## src/design/lkvt_pkg.sv

```systemverilog
`timescale 1ns / 1ps

package lkvt_pkg;

  localparam int KEY_W  = 64;
  localparam int DATA_W = 32;

  // Action field codes on the input stream
  localparam logic [1:0] ACT_PUT = 2'd0;
  localparam logic [1:0] ACT_GET = 2'd1;
  localparam logic [1:0] ACT_DEL = 2'd2;

  typedef enum logic [1:0] {
    OP_PUT,
    OP_GET,
    OP_DEL,
    OP_NOP
  } op_t;

  typedef enum logic [1:0] {
    ST_OK      = 2'd0,
    ST_FULL    = 2'd1,
    ST_MISSING = 2'd2
  } status_t;

  typedef struct packed {
    op_t                op;
    logic [KEY_W-1:0]   key;
    logic [DATA_W-1:0]  value;
  } cmd_t;

  typedef enum logic [2:0] {
    S_IDLE,
    S_SCAN,
    S_EXEC,
    S_DELW,
    S_DONE
  } eng_state_t;

endpackage

```

## src/design/lkvt_front.sv

```systemverilog
`timescale 1ns / 1ps

module lkvt_front (
  input  logic                  clk,
  input  logic                  rst,
  input  logic                  in_valid,
  output logic                  in_ready,
  input  logic [1:0]            in_action,
  input  logic [lkvt_pkg::KEY_W-1:0]  in_key,
  input  logic [lkvt_pkg::DATA_W-1:0] in_value,
  output logic                  cmd_valid,
  input  logic                  cmd_ready,
  output lkvt_pkg::cmd_t        cmd
);
  import lkvt_pkg::*;

  logic hold_valid;
  cmd_t cmd_r;
  cmd_t decoded;

  always_comb begin
    decoded.key   = in_key;
    decoded.value = in_value;
    case (in_action)
      ACT_PUT: decoded.op = OP_PUT;
      ACT_GET: decoded.op = OP_GET;
      ACT_DEL: decoded.op = OP_DEL;
      default: decoded.op = OP_NOP;
    endcase
  end

  assign in_ready  = !hold_valid || cmd_ready;
  assign cmd_valid = hold_valid;
  assign cmd       = cmd_r;

  always_ff @(posedge clk) begin
    if (rst) begin
      hold_valid <= 1'b0;
    end else if (in_valid && in_ready) begin
      hold_valid <= 1'b1;
    end else if (cmd_ready) begin
      hold_valid <= 1'b0;
    end
  end

  always_ff @(posedge clk) begin
    if (in_valid && in_ready) begin
      cmd_r <= decoded;
    end
  end

endmodule

```

## config.mk

```make
export PLATFORM = sky130hd
export DESIGN_NAME = lkvt_front
export DESIGN_NICKNAME = d
export VERILOG_FILES = /design/src/design/lkvt_pkg.sv /design/src/design/lkvt_front.sv
export SDC_FILE = /design/constraint.sdc
export NUM_CORES = 1
export LEC_CHECK = 0
export ABC_AREA = 1
export BUFFER_PORTS_ARGS = -buffer_cell sky130_fd_sc_hd__buf_4
export CAP_MARGIN = 40
export CORE_AREA = 3 3 90 92
export DETAILED_ROUTE_END_ITERATION = 16
export DIE_AREA = 0 0 93 95
export PLACE_DENSITY = 0.83
export SLEW_MARGIN = 20
export SYNTH_ARGS = -nofsm -noshare
export SYNTH_HDL_FRONTEND = slang
export SYNTH_SLANG_ARGS = --single-unit
```

## constraint.sdc

```tcl
create_clock -name clk -period 6.8 [get_ports clk]
set_input_delay 0.34 -clock clk [delete_from_list [all_inputs] [get_ports clk]]
set_output_delay 0.34 -clock clk [all_outputs]
set_load 0.05 [all_outputs]
```

; Yosys cells after proc, flatten, opt, wreduce, memory -nomap -nowiden
; Cells that the tools add are included.
[totals]
ff_bits = 99
latchBits = 0
ramBits = 0
romBits = 0
input_bits = 102
out_inout_bits = 100
memories = 0
[classes]
n_addsub = 0
mul = 0
div = 0
order_cmp = 0
eq_ne = 2
shifts = 0
muxes = 3
n_bitwise = 0
reduce_logical = 5
[ops]
columns = cell, count
row1 = $pmux W2 S3, 1
row2 = $eq A2 B1 Y1 const B, 1
row3 = $eq A2 B2 Y1 const B, 1
row4 = $logic_not A2 Y1, 1
row5 = $mux W1, 2
row6 = $reduce_bool A2 Y1, 1
row7 = $logic_and A1 B1 Y1, 1
row8 = $logic_not A1 Y1, 1
row9 = $logic_or A1 B1 Y1, 1

; Longest topological paths before layout
; Gate-level depths: netlist (run 1).
[logic_depth]
word_depth = 4
ltp_mapped = 3
depth_no_buf = 3

; Worst setup path before layout (run 1)
; Ideal clock, no wire load.
[synth_timing]
kind = register to register
from = reg hold_valid (netlist: cmd_valid)
to = reg cmd_r, in the netlist cmd[0] (enable)
setup_time_ps = 587
arrival_time_ps = 5327
t_required_ps = 6213
setup_slack_ps = 887
path_stages_with_launch = 2
n_path_buf = 0
cell_sequence = dfxtp_1 > a21oi_1
[synth_between]
elab_chain_len = 3
[synth_rtl]
columns = element, line_no
row1 = from (decl), lkvt_front.sv:17  ; logic hold_valid;
row2 = from (signal assigned), lkvt_front.sv:38  ; hold_valid <= 1'b0;
row3 = from (signal assigned), lkvt_front.sv:40  ; hold_valid <= 1'b1;
row4 = from (signal assigned), lkvt_front.sv:42  ; hold_valid <= 1'b0;
row5 = $logic_not A1 Y1, lkvt_front.sv:32  ; assign in_ready = !hold_valid || cmd_ready;
row6 = $logic_or A1 B1 Y1, lkvt_front.sv:32
row7 = $logic_and A1 B1 Y1, lkvt_front.sv:47  ; if (in_valid && in_ready) begin
row8 = to (signal assigned), lkvt_front.sv:48  ; cmd_r <= decoded;
row9 = to (decl), lkvt_front.sv:18  ; cmd_t cmd_r;
; No other way between the ends.
; A chain may end at the register's enable or synchronous reset.

; Worst setup path after layout (run 1)
[layout_timing]
from = reg hold_valid (netlist: cmd_valid)
to = reg cmd_r, in the netlist cmd[49] (enable)
; Same word-level chain as after synthesis.

==> results of run 1 <==
## power by group
part           internal [mW]  leakage, nW  switching [mW]
logic                 0.0810        0.999           0.159
clock network          0.172       0.0923           0.196
registers              0.713        0.956         0.00983
total                  0.966         2.05           0.365
## flip-flops by register name, indices dropped and copies added, names as in the netlist
name	count
cmd	98
cmd_valid	1
## final cells by class
cell class | count | area, sq um | area share
Tap cell | 99 | 124 | 0.0254
Multi-Input combinational cell | 3 | 31.3 | 0.00643
Inverter | 2 | 7.51 | 0.00154
Timing Repair Buffer | 203 | 1540 | 0.317
Clock buffer | 9 | 124 | 0.0254
Sequential cell | 99 | 2960 | 0.609
Clock inverter | 7 | 75.1 | 0.0154
## final timing paths
| kind | end | slack (ps) | cells after the start |
|---|---|---|---|
| min reg2reg | cmd_valid | 550 | 2 |
| max | cmd[49] | 5060 | 3 |
| max reg2reg | cmd[49] | 5060 | 3 |
| min | cmd_valid | 150 | 2 |
## metrics by stage
step / hold slack, ps / power (mW) / area [sq um] / cells
after global placement: 500 / 0.972 / 4640 / 405
after detailed placement: 506 / 0.979 / 4670 / 406
after floorplan: 402 / 0.877 / 3000 / 106
after global routing: 120 / 1.38 / 4870 / 422
final: 149 / 1.33 / 4870 / 422
after CTS: 132 / 1.35 / 4870 / 422
## layer usage
metal	global-route usage	part of all wire	vias to the layer above
li1	-	-	842
met2	0.280	0.54	125
met4	0.0708	0.022	0
met1	0.149	0.32	849
met3	0.0781	0.12	13
met5	0	0	-
## logic make-up (layout without fill, tap and decap cells)
group,after synthesis,count (layout),synth area share
flops,99,99,0.988
simple gates,1,1,0.00209
buf+inv,4,221,0.00501
compound gates,2,2,0.00459
## cells in the final DEF (no fill, tap or decap)
| master | synthesis | routed |
|---|---|---|
| sky130_fd_sc_hd__inv_1 | 1 | 1 |
| sky130_fd_sc_hd__inv_6 | 0 | 2 |
| sky130_fd_sc_hd__bufinv_16 | 0 | 1 |
| sky130_fd_sc_hd__dfxtp_1 | 1 | 1 |
| sky130_fd_sc_hd__clkinvlp_4 | 0 | 3 |
| sky130_fd_sc_hd__a21oi_4 | 0 | 1 |
| sky130_fd_sc_hd__buf_16 | 0 | 1 |
| sky130_fd_sc_hd__buf_4 | 0 | 202 |
| sky130_fd_sc_hd__clkinv_2 | 0 | 1 |
| sky130_fd_sc_hd__inv_2 | 1 | 1 |
| sky130_fd_sc_hd__edfxtp_1 | 98 | 98 |
| sky130_fd_sc_hd__a21oi_2 | 1 | 1 |
| sky130_fd_sc_hd__clkbuf_8 | 0 | 9 |
| sky130_fd_sc_hd__nand2_2 | 1 | 1 |
==> results, run 1 <==
- The count of maximum capacitance violations is 0.
- 0 antenna diodes ended up in the layout.
- Setup repair after global routing left no endpoint under its margin.
- Data on the critical path is required at its endpoint by 6820 ps.
- The largest total area in the synthesized netlist belongs to sky130_fd_sc_hd__edfxtp_1.
- The count of endpoints failing hold in the final timing report is 0.
- The routed design could run at a clock period as short as 1740 ps.
- The worst hold path begins at rst.
- The via count is 1829.
- The vertical die dimension is 95 um.
- Yosys printed 0 warnings.
- The placeable core region is 0.00729 sq mm.
- In this run the worst hold path is classified as in2reg.
- Port buffering added 201 buffers.
- At the pin with the least slew margin, the transition time is 597 ps.
- The maximum fanout count along the critical path is 51.
- The gate count of the mapped netlist is 106.
- In this run, the number of DRC markers left after iteration 0 of detailed routing was 69.
- The number of fillers in the final layout is 512.
- The total overflow left after global routing is 0.
- The category of the most critical setup path is reg2reg.
- The post-synthesis register bit count is 99.
- For the worst setup path, the data arrival time is 1760 ps.
- Synthesis instantiated 8 different standard cells from the library.
- After synthesis, the most frequently instantiated cells are 98 x sky130_fd_sc_hd__edfxtp_1, 2 x sky130_fd_sc_hd__clkbuf_1.
- The average wire per cell in the routed design is 16.8 um.
- The count of flip-flops with a built-in enable after synthesis is 98.
- For this block, the routed nets add up to 7.08 mm of wire.
- The most frequently used flop master after synthesis is sky130_fd_sc_hd__edfxtp_1.
- The critical path contains buffers and inverters numbering 2 combined.
- The worst slack after detailed placement is 4960 ps.
- The total number of H-tree levels is 3.
- The analysis attributes to cell leakage a power of 2.05 nW.
- In this run the critical register-to-register path is launched from cmd_valid.
- In this run the deepest clock path goes through 2 buffers.
- Setup slack on the critical path of the routed design comes to 5060 ps.
- In the final timing run, aggregate negative setup slack is 0 ps.
- Across every metal layer, demand over resource in global routing totals 0.156.
- The capturing element type of the critical path is a flop.
- The fraction of layout cells with a size suffix above 1 is 0.690.
- The first-pass GRT wire length is 10.1 mm.
- The clock insertion delay at the later pin of the skew report is 330 ps.
- Across the routed clock network, the largest skew measured is 10.1 ps.
- The launching element type of the critical path is a flop.
- The start point of the critical path is cmd_valid.
- The die covers 0.00884 sq mm.
- The congestion estimate from routability-driven global placement came to 0.664.
- The cell with the largest stage delay on the worst path is sky130_fd_sc_hd__buf_4.
- The flow ran to the end, and the final reports show no timing, DRC or antenna violations.
- The largest voltage drop on the vdd net is 0.198 mV.
- The post-route clock period utilization is 0.256.
- Counting every net in the synthesized netlist gives 208.
- Counting flops with an async set or reset pin after synthesis yields a share of 0.
- On the worst path, the slowest cell contributes a delay of 520 ps.
- The root cell of the clock tree is sky130_fd_sc_hd__clkbuf_8.
- The die is 93 um wide.
- The number of antenna-violating nets in the routed design is 0.
- The net count of the finished layout is 420.
- The number of buffers created by CTS is 9.
- The number of remaining DRC errors is 0.
- The share of synthesized area in the top cell type comes to 0.982.
- After clock tree synthesis, the clock-pin slew on the worst setup and hold paths is 90 ps.
- The final count of pins violating max slew is 0.
- The estimated wirelength of the detail-placed design is 5.57 mm.
- The post-synthesis cell area is 0.00300 sq mm.
- In the post-synthesis netlist, the biggest area contributors are sky130_fd_sc_hd__edfxtp_1 98%, sky130_fd_sc_hd__dfxtp_1 0.67%, sky130_fd_sc_hd__a21oi_2 0.29%, sky130_fd_sc_hd__clkbuf_1 0.25%, sky130_fd_sc_hd__nand2_2 0.21%.
- The clock tree from TritonCTS is yes.
- Walking the worst path, the cells encountered are a21oi_4 > buf_4 > buf_16.
- For this design the ratio of total power to cell area is 273 mW/mm^2.
- In the post-synthesis netlist, the cell with the most instances is sky130_fd_sc_hd__edfxtp_1.
- Gates resized during post-CTS repair numbered 0.
- After detailed routing, the number of vias per cell comes to 4.33.
- Measured against its own limit, the worst slew margin works out to 0.602.
- The mean cell area of the mapped netlist is 28.3 sq um.
- The area growth from synthesis to layout is 62.4%.
- The number of global-route vias before repair is 2034.
- Among cell families on the critical path, the largest total delay comes from buffers and inverters.
- The initial antenna violation count came to 0.
- For this configuration, the core starts out at a cell density of 0.411.
- At the end of the flow the core is filled with cells to 0.668.
- The number of clock sinks is 99.
- The final setup violation count is 0.
- Buffers added to address setup during post-CTS repair amount to 0.
- The share of the Yosys chip area taken by registers is 0.988.
- Entering global routing, the biggest net connects 52 pins.
- The top-level I/O count is 202.
- The first detailed-routing pass ran for 4 iterations.
- In this run, post-CTS hold repair placed 0 buffers.
- The initialized floorplan defines 31 standard-cell rows.
- For this run, the top clock speed supported by timing is 575 MHz.
Note: power is estimated with default switching activity, not from simulation.
==> run 2, diff against run 1 <==
CORE_AREA = 3 3 95 97   (was 3 3 90 92)
DIE_AREA = 0 0 98 100   (was 0 0 93 95)
PLACE_DENSITY = 0.79   (was 0.83)
clock period = 1.6 ns   (was 6.8 ns; I/O delays follow)
==> run 2 against run 1 <==
  * Count of clock-buffer cells in the layout unchanged
  * Clock power rose to 4.2 times the previous value
  * Via count up 21%
  * First-iteration DRC count up 13%
  * Non-clock buffer count up 100
  * Setup slack worse by 4800 ps
  * Critical path depth down 1
  * Maximum frequency up 28%
  * Register-to-register slack worse by 4800 ps
  * Sequential power rose to 4.3 times the previous value
  * Final area up 21%
  * Combinational power rose to 5.1 times the previous value
  * Critical endpoint is now cmd[70]
==> results, run 2 (synthesized netlist as in run 1, its figures left out) <==
- The flow ran to the end, and the final reports show no timing, DRC or antenna violations.
- The clock tree from TritonCTS is yes.
- Of the total power, the share spent switching nets is 0.274.
- The number of DRC markers after the initial detailed-route iteration is 78.
- The flip-flop count of the largest register, all copies and words added is 98.
- Before antenna repair, the detailed router went through 4 iterations.
- In this run the number of cells on the critical path is 2.
- In this run the tightest slew margin relative to its limit is 0.732.
- The slew at the pin closest to its max-slew limit is 401 ps.
- The count of maximum capacitance violations is 0.
- In this run the horizontal extent of the chip is 98 um.
- The post-route clock period utilization is 0.847.
- The clock insertion delay at the later pin of the skew report is 340 ps.
- The synthesis-to-layout area growth is 96.4%.
- The overall die area is 0.00980 sq mm.
- The depth of the worst hold-timing path is 3.
- For the worst flop-to-flop path, the logic depth is 2.
- Setup violations remaining at the end of the flow were counted as 0.
- The final count of pins violating max slew was 0.
- The number of remaining DRC errors is 0.
- The critical path goes through a21oi_4 > buf_12.
- The kind of path behind the tightest hold check is in2reg.
- The share of total power dissipated in sequential elements is 0.525.
- The average via count per standard cell is 4.16.
- In the global route stage, overall resource usage came out at 0.179.
- Counting along the longest clock path gives a buffer depth of 2.
- Of the cells placed in the final design, the portion with a size suffix greater than 1 is 0.527.
- Along the worst path, the maximum fanout reaches 45.
- The leading cell type in the layout, fill and taps excluded is sky130_fd_sc_hd__buf_4.
- The largest voltage drop on the vdd net is 0.553 mV.
- The initial antenna violation count came to 4.
- The total power draw is 5.86 mW.
- At the end of routability-driven placement, the weighted congestion stood at 0.735.
- Entering global routing, the biggest net connects 47 pins.
- The category of the most critical setup path is reg2reg.
- The net switching component of the power is 1.61 mW.
- The starting density of the core is 0.365.
- After detailed placement, the design holds a cell count of 412.
- During I/O placement, the number of pins put on the boundary was 202.
- The post-layout minimum cycle time is 1360 ps.
- The net count of the finished layout is 520.
- After detailed routing, the average wire length per cell comes to 16.5 um.
- Static timing analysis puts the maximum clock frequency at 738 MHz.
- The endpoint required time on the critical path is 1630 ps.
- Global routing finished with a remaining overflow of 0.
- The count of nets left with antenna violations once routing finished came out at 0.
- The count of endpoints failing hold in the final timing report was 0.
- The number of global-route vias before repair came to 2473.
- In this run the static leakage power is 2.48 nW.
- The row count is 33.
- The worst reg2reg path startpoint is cmd_valid.
- Summed over all layers, the routed wires come to 8.78 mm.
- The vertical die dimension is 100 um.
- Gates resized during post-CTS repair numbered 0.
- Together, buffers and inverters on the worst path number 1.
- The first-pass GRT wire length is 13.2 mm.
- For this run, the slowest stage of the critical path takes 370 ps.
- The power density over the cells is 996 mW/mm^2.
- The start point of the critical path is cmd_valid.
- STA classifies the critical path endpoint as a flop.
- The final worst clock skew is 9.72 ps.
- The number of buffers created by CTS is 9.
- The critical path arrival is 1390 ps.
- The startpoint identified for the worst hold timing path is cmd_ready.
- The launching element type of the critical path is a flop.
- The number of I/O port buffers is 201.
- The library cells used most frequently in the layout, excluding fill and tap cells, are 201 x sky130_fd_sc_hd__buf_4, 100 x sky130_fd_sc_hd__dlygate4sd3_1, 98 x sky130_fd_sc_hd__edfxtp_1.
- The clock input transition at the sequential cells of the worst setup and hold paths is 90 ps.
- The relative contribution of combinational cells to total power is 0.209.
- The cell family contributing the most delay on the critical path is flip-flops.
- The number of standard cells in the layout, taps in and fillers out is 532.
- The number of clock sinks is 99.
- The root cell of the clock tree is sky130_fd_sc_hd__clkbuf_8.
- The cell with the largest stage delay on the worst path is sky130_fd_sc_hd__dfxtp_4.
- The placeable core region is 0.00822 sq mm.
- Setup repair after global routing left no endpoint under its margin.
- The internal power of the cells totals 4.26 mW.
- The via count is 2215.
- Of the total power, the clock network draws 0.266.
- The total number of H-tree levels is 3.
[run 2: worst paths after layout]
path / to / slack [ps]
max: cmd[70] / 240
min: cmd[48] / 220
max reg2reg: cmd[70] / 240
min reg2reg: cmd[48] / 670
[run 2: worst register-to-register path, cell delays in order, from the launching register on]
cell	delay, ps
sky130_fd_sc_hd__dfxtp_4	370
sky130_fd_sc_hd__a21oi_4	350
sky130_fd_sc_hd__buf_12	300
[run 2: through the flow]
| step | setup WS [ps] | TNS (ps) | cell area [sq um] | hold slack (ps) | util |
|---|---|---|---|---|---|
| 6_report | 244 | 0 | 5890 | 221 | 0.716 |
| 5_1_grt | 177 | 0 | 5890 | 211 | 0.716 |
| 4_1_cts | 233 | 0 | 5880 | 207 | 0.715 |
| 3_5_place_dp | 249 | 0 | 4690 | 232 | 0.570 |
| 3_3_place_gp | 303 | 0 | 4690 | 228 | 0.570 |
| 2_1_floorplan | -908 | -88990 | 3010 | 133 | - |
[run 2: layout make-up]
| cell class | count | area, sq um |
|---|---|---|
| sequential | 99 | 2970 |
| timing repair buffer | 303 | 2550 |
| fill | 522 | 2330 |
| tap | 105 | 131 |
| clock buffer | 9 | 124 |
| clock inverter | 7 | 66.3 |
| multi-input combinational | 3 | 31.3 |
| antenna | 4 | 10.0 |
| inverter | 2 | 7.51 |
[run 2: power by group through the flow]
stage	Sequential, mW	Clock (mW)	Combinational (mW)
global route	3.09	1.72	1.28
detailed placement	3.13	0	1.03
finish	3.08	1.56	1.23
CTS	3.08	1.59	1.23
floorplan	3.65	0	0.0572
global placement	3.13	0	1.01
[run 2: layer usage]
layer	wire length, um	vias up	global-route usage	share of wire
met3	843	9	0.0723	0.096
li1	-	1047	-	-
met1	3130	1036	0.195	0.36
met2	4740	123	0.321	0.54
met5	0	-	0	0
met4	73	0	0.0511	0.0083
[run 2: timing repair]
action,CTS,global route
hold endpoints to repair,99,0
setup endpoints to repair,0,0
buffers inserted,0,0
hold buffers,100,0
