$ cat config.mk
export PLATFORM = sky130hd
export DESIGN_NAME = lkvt_queue
export DESIGN_NICKNAME = d
export VERILOG_FILES = /design/src/design/lkvt_pkg.sv /design/src/design/lkvt_queue.sv
export SDC_FILE = /design/constraint.sdc
export NUM_CORES = 1
export LEC_CHECK = 0
export BUFFER_PORTS_ARGS = -buffer_cell sky130_fd_sc_hd__clkbuf_2
export CAP_MARGIN = 40
export CORE_MARGIN = 1
export CORE_UTILIZATION = 47
export CTS_BUF_LIST = sky130_fd_sc_hd__clkbuf_2
export DETAILED_ROUTE_END_ITERATION = 10
export PLACE_DENSITY = 0.73
export SLEW_MARGIN = 20
export SYNTH_ARGS = -nofsm -noshare
export SYNTH_HDL_FRONTEND = slang
export SYNTH_SLANG_ARGS = --single-unit
$ cat constraint.sdc
create_clock -name clk -period 4 [get_ports clk]
set_clock_uncertainty 0.15 [all_clocks]
set_input_delay 0 -clock clk [delete_from_list [all_inputs] [get_ports clk]]
set_output_delay 0 -clock clk [all_outputs]
set_load 0.02 [all_outputs]
$ cat src/design/lkvt_pkg.sv
`timescale 1ns / 1ps

package lkvt_pkg;

  localparam int KEY_W  = 64;
  localparam int DATA_W = 32;

  // Action field codes on the input stream
  localparam logic [1:0] ACT_PUT = 2'd0;
  localparam logic [1:0] ACT_GET = 2'd1;
  localparam logic [1:0] ACT_DEL = 2'd2;

  typedef enum logic [1:0] {
    OP_PUT,
    OP_GET,
    OP_DEL,
    OP_NOP
  } op_t;

  typedef enum logic [1:0] {
    ST_OK      = 2'd0,
    ST_FULL    = 2'd1,
    ST_MISSING = 2'd2
  } status_t;

  typedef struct packed {
    op_t                op;
    logic [KEY_W-1:0]   key;
    logic [DATA_W-1:0]  value;
  } cmd_t;

  typedef enum logic [2:0] {
    S_IDLE,
    S_SCAN,
    S_EXEC,
    S_DELW,
    S_DONE
  } eng_state_t;

endpackage

$ cat src/design/lkvt_queue.sv
`timescale 1ns / 1ps

module lkvt_queue (
  input  logic           clk,
  input  logic           rst,
  input  logic           in_valid,
  output logic           in_ready,
  input  lkvt_pkg::cmd_t in_data,
  output logic           out_valid,
  input  logic           out_ready,
  output lkvt_pkg::cmd_t out_data
);
  import lkvt_pkg::*;

  cmd_t       slots [0:1];
  logic       wr_ptr;
  logic       rd_ptr;
  logic [1:0] fill;
  logic       push;
  logic       pop;

  assign in_ready  = (fill != 2'd2);
  assign out_valid = (fill != 2'd0);
  assign out_data  = slots[rd_ptr];
  assign push      = in_valid && in_ready;
  assign pop       = out_valid && out_ready;

  always_ff @(posedge clk) begin
    if (rst) begin
      wr_ptr <= 1'b0;
      rd_ptr <= 1'b0;
      fill   <= 2'd0;
    end else begin
      if (push) begin
        wr_ptr <= ~wr_ptr;
      end
      if (pop) begin
        rd_ptr <= ~rd_ptr;
      end
      if (push && !pop) begin
        fill <= fill + 2'd1;
      end else if (pop && !push) begin
        fill <= fill - 2'd1;
      end
    end
  end

  always_ff @(posedge clk) begin
    if (push) begin
      slots[wr_ptr] <= in_data;
    end
  end

endmodule

==> results of run 1 <==
[kinds of logic after synthesis]
family / count (synthesis) / synth area share
DFF: 201 / 0.812
buffers and inverters: 12 / 0.0114
muxes: 98 / 0.160
and+or+nand+nor: 9 / 0.00680
xor gates and xnor gates: 3 / 0.00357
adders and majority gates: 1 / 0.00170
AOI/OAI and AO/OA: 5 / 0.00408
[cells in the mapped netlist]
cell type and count:
buf_2 7, dfxtp_1 5, or3_1 1, and2_1 1, xor2_1 3, nand3b_1 1, edfxtp_1 196, mux2_4 20
and3_1 1, a21bo_2 1, nor2_1 3, o21ai_0 2, or2_2 1, ha_1 1, mux2_2 78, a21oi_1 2
inv_1 1, buf_6 4, nand2b_1 1
[per-stage QoR]
stage	cells	setup WS [ns]	instance area [sq um]	utilization
after global placement	736	1.69	8610	0.564
after detailed placement	737	1.65	8630	0.566
after floorplan	329	0.335	7370	-
==> impl_results.md, run 1 <==
- Dominant cell type by area after synthesis: edfxtp_1
- TritonCTS Buffers: 49
- Sequential cell area fraction in the yosys report: 0.813
- Synth top area cells: edfxtp_1 (80%), mux2_2 (12%), mux2_4 (4.1%)
- Syn nets: 432
- Clk buf depth: 3
- Die span in y: 127 microns
- Hold buffers post-CTS: roughly 160
- Die width: 127 microns
- Clock sink count: 201
- Stopped at: clock tree synthesis
- Synth top area share: 0.799
- IO Pins: 202
- Mean post-synth cell area: 22.4 sq um
- Cell row count: 45
- Port bufs: 201
- Status: aborted with a tool error
- Run Error: [ERROR RSZ-0060] Max buffer count reached.
- Post-CTS setup buffers: 0
- Root Buffer: clkbuf_2
- Distinct cells, synth: 19
- Post-CTS resize count: 0
- Htree depth: 2
- GPL Wtd Cong: 0.737
- Initial Utilization: 0.483
- Seq cells post-synth: between 200 and 250
- HPWL after DPL: around 9.0 mm
- Cells after Synth: 329
- Cell Area, Synth: about 7400 sq um
- Synth warnings: 0
==> run 2: changes to the inputs <==
Settings changed: CORE_UTILIZATION 47 to 32, CTS_BUF_LIST sky130_fd_sc_hd__clkbuf_2 to not set, PLACE_DENSITY 0.73 to not set, PLACE_DENSITY_LB_ADDON set to 0.15.
==> impl_results.md, run 2 <==
- Status: complete, no violations
- WL met2: roughly 6.7 mm
- Setup TNS: 0 ns
- Min-Delay Endpoint: slots[1][57]
- RSZ-0062 raised after global routing: no
- IO Pins: roughly 200
- Cell Area, Synth: 7370 sq um
- Commonest cells post-synth: edfxtp_1 (196), mux2_2 (78), mux2_4 (20), buf_2 (7), dfxtp_1 (5)
- Htree depth: 1
- Post-synth EDFFs: between 150 and 200
- Clk buf depth: 3
- Slew Limit Fails: 0
- Post-CTS setup buffers: 0
- Avg WL per Cell: 15.4 microns
- Total number of vias: 4101
- First-pass GRT wire length: ~22 mm
- GPL Wtd Cong: 0.745
- Grt total ovfl: 0
- Tcrit/Tclk final: 0.609
- # setup viols final: 0
- Clock-pin transition on the worst setup and hold timing paths: 0.06 ns
- Die width: 154 microns
- Cell row count: 55
- Distinct cells, synth: 19
- Max reg flops: 196
- Worst Reg-to-Reg Cells: 6
- Critical Path Source Type: flop
- Clock sink count: 201
- Root Buffer: clkbuf_16
- Hold Path Depth: 2
- Worst-Margin Slew: 0.755 ns
- Max Fanout on Critical Path: 51
- Clk Latency, worst-skew pair: ~0.49 ns
- Worst Hold Launch: in_data[57]
- Port bufs: ~200
- Area grow syn2layout: 41.0%
- Initial antenna violation count: 0
- Most frequent cells in the layout: clkbuf_2 (201), edfxtp_1 (196), dlygate4sd3_1 (102)
- Share of cells above drive strength 1: 0.505
- Nature of the critical path endpoint: primary output
- First-pass detailed-route iteration total: 4
- Crit path max-delay cell type: dfxtp_4
- Vias in the first global route: 4317
- CP required: 3.85 ns
- Register with the most flip-flops: slots
- Largest registers: slots x196, fill x2
- Predominant post-synthesis flop cell: edfxtp_1
- WL met3: 1.18 mm
- Initial Utilization: 0.325
- Hold buffers post-CTS: 102
- Die ar.: around 24000 sq um
- Vias per cell: 4.32
- Max incr delay on CP: 0.83 ns
- Most frequent cell after synthesis: edfxtp_1
- Lkg Pwr: 3.97 nW
- Fmax: 0.410 GHz
- Synth warnings: 0
- Crit Path Class: flop to primary output
- Drt total wl: 14.6 mm
- Nets: 751
- Post-route ant nets: 0
- Largest net degree at the start of global routing: 55
- Wl on met1: 6.46 mm
- CP Cell Sequence: buf_12, mux2_2, clkbuf_2
- Synth top area share: 0.799
- R2R Setup Slk: 1.69 ns
- Relative slew slack: 0.496
- Post-CTS resize count: 0
- Max_cap viols: 0
- Peak supply drop: 0.372 mV
- Die span in y: approximately 150 microns
- Dominant cell type by area after synthesis: edfxtp_1
- Reg-to-Reg Start: fill[0]
- Commonest non-fill, non-tap cell in the layout: clkbuf_2
- All-layer global routing usage: 0.121
- Capturing point of the worst reg2reg path: fill[1]
- TritonCTS Buffers: 22
- Cells after Synth: 329
- Pwr dens: 602 nW/um^2
- Filler cells: 1978
- Hold WC Path Type: input port to flop
- HPWL after DPL: 9.11 mm
- Placed cell count: approximately 800
- Minimum clock period: around 2.4 ns
- Seq cells post-synth: 201
- Non-filler cells, final: 949
- Worst Path Arrival: 2.29 ns
- Synth top area cells: edfxtp_1 (80%), mux2_2 (12%), mux2_4 (4.1%)
- # diodes: 0
- Top layer in use: met4
- Drt drc: 0
- TritonCTS clock tree: yes
- Sequential cell area fraction in the yosys report: 0.813
- Mean post-synth cell area: 22.4 sq um
- Syn nets: 432
- Final Hold Viols: 0
- Ys async rst share: 0
- Iteration-0 DRC Markers: 172
- Core area: 22600 sq um
==> run 2: how the worst max path moves through the flow <==
stage | from | end | slack [ns] | cells past startpoint
finish | flop | out_data[95] | 1.56 | 3
global route | flop | out_data[95] | 1.44 | 3
CTS | flop | out_data[60] | 1.49 | 3
floorplan | fill[0] | slots[1][0] | 0.34 | 2
detailed placement | fill[0] | slots[1][54] | 1.77 | 3
global placement | fill[0] | slots[1][25] | 1.82 | 3
==> run 2: cells by family after synthesis <==
group                      synth area share
AOI/OAI and AO/OA                   0.00408
xor gates and xnor gates            0.00357
adders and majority gates           0.00170
buffers and inverters                0.0114
DFF                                   0.812
muxes                                 0.160
and+or+nand+nor                     0.00680
==> run 2: worst max-delay path: cells and delay by family, from the launching register on <==
family	cells	cell delay, ns
buffers and inverters	2	0.55
DFF	1	0.83
muxes	1	0.40
==> run 2: cell type report <==
class | instances | area (sq um) | area share
clock buffer | 29 | 598 | 0.0576
clock inverter | 11 | 51.3 | 0.00494
inverter | 1 | 6.26 | 0.000602
multi-input combinational | 116 | 1300 | 0.125
sequential | 201 | 5990 | 0.576
tap | 285 | 357 | 0.0343
timing repair buffer | 306 | 2090 | 0.201
==> run 2: stage by stage <==
step	cell area [sq um]	power (mW)	setup slack, ns	hold slack (ns)	util
3_5_place_dp	8720	4.44	1.77	0.0434	0.385
2_1_floorplan	7370	3.92	0.335	-0.0809	-
4_1_cts	10400	6.36	1.49	0.0590	0.459
5_1_grt	10400	6.54	1.44	0.0736	0.459
6_report	10400	6.26	1.56	0.0819	0.459
3_3_place_gp	8720	4.41	1.82	0.0393	0.385
==> run 2: metal layers <==
layer / up-vias / track usage
met5: - / 0
met4: 0 / 0.0310
met3: 26 / 0.0443
met2: 147 / 0.198
met1: 1975 / 0.151
li1: 1953 / -
==> run 2: report_power, final <==
group          internal, mW  switching, mW  total (mW)  leakage, nW
Sequential             2.63          0.136        2.77         1.87
Clock                  1.05          0.763        1.81        0.320
Combinational         0.731          0.947        1.68         1.77
Power figures use the tool's default switching activity.
==> run 3: changes to the inputs <==
Clock period 4 ns to 2.05 ns, I/O delays scaled along.
==> impl_results.md, run 3 (same netlist as run 2, synthesis figures left out) <==
- Status: complete, no violations
- Critical path's top delay family: buffers and inverters
- Sequential Power Share: 0.423
- Vias per cell: 4.40
- Nets: 757
- All-layer global routing usage: 0.128
- Buf+Inv Stages, Crit Path: 2
- Clock sink count: 201
- Root Buffer: clkbuf_16
- HPWL after DPL: 9.44 mm
- Die span in y: 154 microns
- Largest registers: slots x196, fill x2
- TritonCTS clock tree: yes
- Avg WL per Cell: around 16 microns
- Worst-Margin Slew: roughly 0.42 ns
- Minimum clock period: 1.96 ns
- Nature of the critical path endpoint: primary output
- Setup WS post-layout: 0.0946 ns
- Post-route cell area: around 10000 sq um
- Int Pwr: between 8 and 9 mW
- Clock share of power: 0.296
- First-pass GRT wire length: 23.8 mm
- Die width: roughly 150 microns
- Switch share: 0.294
- Relative slew slack: 0.721
- Clock-pin transition on the worst setup and hold timing paths: 0.06 ns
- IO Pins: 202
- Largest net degree at the start of global routing: 61
- Critical Path Source Type: flop
- CP required: 1.90 ns
- Peak supply drop: 0.695 mV
- CP Cell Sequence: buf_12, mux2_2, clkbuf_2
- Register with the most flip-flops: slots
- Post-route ant nets: 0
- Tcrit/Tclk final: 0.954
- Fmax: 0.511 GHz
- TritonCTS Buffers: 23
- Max_cap viols: 0
- Slew Limit Fails: 0
- GPL Wtd Cong: ~0.73
- Crit Path Class: flop to primary output
- Gate power share: 0.282
- Initial antenna violation count: 1
- Clk buf depth: 3
- Pwr dens: 1190 nW/um^2
- Overall power: 12.5 mW
- RSZ-0062 raised after global routing: no
- Worst Path Arrival: 1.81 ns
- Post-CTS setup buffers: 0
- Filler cells: 2011
- Drt drc: 0
- Fin Hold WS: a little over 0.07 ns
- Commonest non-fill, non-tap cell in the layout: clkbuf_2
- Port bufs: 201
- Iteration-0 DRC Markers: around 150
- Core area: 22600 sq um
- Max incr delay on CP: 0.40 ns
- Share of cells above drive strength 1: 0.513
- R2R Setup Slk: 0.19 ns
- Pre-CTS setup slack: 0.167 ns
- Total number of vias: 4199
- Initial Utilization: 0.325
- Area of the multi-input gates: 1310 sq um
- Hold WC Path Type: input port to flop
- Die ar.: 23600 sq um
- Grt total ovfl: 0
- Max Fanout on Critical Path: 60
- Final Hold Viols: 0
- NetSw: 3.66 mW
- Clk Latency, worst-skew pair: 0.50 ns
- First-pass detailed-route iteration total: 4
- Most frequent cells in the layout: clkbuf_2 (201), edfxtp_1 (196), dlygate4sd3_1 (101)
- Htree depth: 1
- # setup viols final: 0
- Cell row count: 55
- Area grow syn2layout: 42.5%
- Crit path max-delay cell type: mux2_2
- Placed cell area: between 8000 and 9000 sq um
- Drt total wl: 15.1 mm
- Max reg flops: approximately 200
- Sequential cell area: 5990 sq um
- Vias in the first global route: around 4700
- Lkg Pwr: 4.01 nW
run 3: power groups by stage:
| stage | clock (mW) | sequential (mW) | combinational, mW |
|---|---|---|---|
| floorplan | 0 | 5.33 | 2.31 |
| global placement | 0 | 5.33 | 3.39 |
| detailed placement | 0 | 5.36 | 3.42 |
| CTS | 3.82 | 5.28 | 3.59 |
| global route | 3.97 | 5.32 | 3.76 |
| finish | 3.68 | 5.27 | 3.51 |
run 3: metal layers:
metal	global-route usage	up-vias	wire length, microns
met3	0.0465	20	1260
met5	0	-	0
li1	-	1955	-
met4	0.0333	0	345
met1	0.145	2067	6050
met2	0.228	157	7450
run 3: path summary, 6_finish.rpt:
check	from	to	cells after the start
setup / recovery	flop	out_data[17]	3
hold / removal	in_data[11]	slots[1][11]	2
setup reg to reg	fill[1]	slots[0][86]	4
hold reg to reg	rd_ptr	rd_ptr	2
run 3: per-stage QoR:
stage | utilization | std cells | TNS, ns
after global routing | 0.464 | 954 | 0
after detailed placement | 0.389 | 813 | 0
after floorplan | - | 329 | -90.44
after CTS | 0.464 | 953 | 0
after global placement | 0.389 | 813 | 0
final | 0.464 | 954 | 0
run 3: area by class of cell:
cell class              count  share of cell area
well taps                 285              0.0340
repair buffers            311               0.206
multi-input cells         116               0.125
flip-flops and latches    201               0.571
clock buffers              28              0.0566
diodes                      1            0.000238
inverters                   1            0.000715
clock inverters            11             0.00727
run 3: timing repair:
| action | 4_1_cts | 5_1_grt |
|---|---|---|
| hold buffers | 101 | 0 |
| endpoints found under the setup margin | 0 | 0 |
| hold endpoints to repair | 201 | 0 |
| resized for setup | 0 | 0 |
==> run 4: changes to the inputs <==
Settings changed: PLACE_DENSITY set to 0.54, PLACE_DENSITY_LB_ADDON 0.15 to not set.
==> impl_results.md, run 4 (same netlist as run 2, synthesis figures left out) <==
- Minimum clock period: approximately 2.0 ns
- Register with the most flip-flops: slots
- Die ar.: 23600 sq um
- First-pass detailed-route iteration total: 7
- Worst Path Arrival: 2.19 ns
- Htree depth: 1
- Total number of vias: 4145
- Placed cell area: 8770 sq um
- Die width: 154 microns
- Nets: 756
- Iteration-0 DRC Markers: roughly 120
- Tcrit/Tclk final: 0.955
- Drt total wl: 14.6 mm
- # setup viols final: 0
- TritonCTS Buffers: 22
- CP required: 2.28 ns
- Max Fanout on Critical Path: 5
- Sequential Power Share: 0.414
- Vias in the first global route: between 4000 and 5000
- Clock-pin transition on the worst setup and hold timing paths: 0.06 ns
- Commonest non-fill, non-tap cell in the layout: clkbuf_2
- Post-route cell area: 10600 sq um
- GPL Wtd Cong: roughly 0.68
- All-layer global routing usage: 0.119
- Fmax: slightly above 0.5 GHz
- Avg WL per Cell: between 15 and 20 microns
- First-pass GRT wire length: 22.2 mm
- Max reg flops: approximately 200
- Most frequent cells in the layout: clkbuf_2 (201), edfxtp_1 (196), dlygate4sd3_1 (102)
- Port bufs: between 200 and 250
- Largest net degree at the start of global routing: 76
- Max_cap viols: 0
- Post-route ant nets: 0
- Status: complete, no violations
- Core area: 22600 sq um
- Pwr dens: 1210 nW/um^2
- Filler cells: 1898
- Clk buf depth: 3
- Gate power share: 0.276
- Int Pwr: 9.12 mW
- Final Hold Viols: 0
- TritonCTS clock tree: yes
- Area grow syn2layout: 43.6%
- Worst-Margin Slew: 0.352 ns
- Root Buffer: clkbuf_16
- Clock sink count: 201
- Relative slew slack: 0.765
- Initial antenna violation count: 0
- Peak supply drop: 0.749 mV
- HPWL after DPL: a little under 9 mm
- # diodes: 0
- Clk Latency, worst-skew pair: around 0.5 ns
- Slew Limit Fails: 0
- Vias per cell: approximately 4.3
- Initial Utilization: 0.325
- Switch share: 0.284
- IO Pins: 202
- Largest registers: slots x196, fill x2
- RSZ-0062 raised after global routing: no
- Lkg Pwr: roughly 4.0 nW
- Clock share of power: 0.309
- Hold WC Path Type: input port to flop
- Nature of the critical path endpoint: flop
- Drt drc: 0
- Overall power: approximately 13 mW
- Critical Path Source Type: flop
- Share of cells above drive strength 1: 0.520
- Crit Path Class: flop to flop
- Cell row count: 55
- Die span in y: approximately 150 microns
- Grt total ovfl: 0
- NetSw: 3.63 mW
==> run 4: worst paths after layout <==
check             start  cells after the start           to  slack (ns)
min          in_data[4]                      2  slots[1][4]        0.08
max             fill[0]                      6      fill[0]        0.09
min reg2reg      rd_ptr                      2         flop        0.35
max reg2reg     fill[0]                      6      fill[0]        0.09
==> run 4: worst max-delay path, stage by stage, from the launching register on <==
cell and delay (ns):
dfxtp_2 0.34, nand2b_4 0.16, and2_4 0.16, ha_4 0.26
xor2_1 0.15, nor2_1 0.06, dlygate4sd3_1 0.55
==> run 4: area by class of cell <==
| class | instances | area (sq um) | share of cell area |
|---|---|---|---|
| repair buffers | 311 | 2160 | 0.204 |
| well taps | 285 | 357 | 0.0337 |
| flip-flops and latches | 201 | 5990 | 0.567 |
| multi-input cells | 116 | 1330 | 0.125 |
| clock buffers | 30 | 612 | 0.0578 |
| clock inverters | 10 | 121 | 0.0115 |
| inverters | 1 | 7.51 | 0.000710 |
==> run 4: per-layer routing <==
metal  part of all wire  vias to the layer above  track usage  routed length (microns)
li1                   -                     1960            -                        -
met1               0.39                     2024        0.123                     5740
met2               0.52                      135        0.227                     7580
met3              0.068                       26       0.0400                      996
met4              0.021                        0       0.0314                      314
met5                  0                        -            0                        0
==> run 4: power groups by stage <==
stage	Clock [mW]	Combinational (mW)	Sequential, mW
6_report	3.94	3.52	5.28
3_3_place_gp	0	3.32	5.32
2_1_floorplan	0	2.31	5.33
5_1_grt	4.22	3.78	5.33
3_5_place_dp	0	3.34	5.36
4_1_cts	4.09	3.52	5.27
==> run 4: through the flow <==
stage          TNS, ns  hold slack (ns)  setup slack, ns   util  std cells
2_1_floorplan   -90.44          -0.0850           -0.597      -        329
3_3_place_gp         0           0.0385            0.353  0.388        811
3_5_place_dp         0           0.0421            0.298  0.388        811
4_1_cts              0           0.0546          0.00238  0.465        953
5_1_grt              0           0.0591           0.0284  0.467        954
6_report             0           0.0819           0.0928  0.467        954
==> run 4: timing repair <==
| action | CTS | global route |
|---|---|---|
| setup buffers | 0 | 0 |
| endpoints found under the hold margin | 201 | 0 |
| gates resized for setup | 0 | 5 |
| setup endpoints to repair | 0 | 31 |
| hold buffers | 102 | 0 |
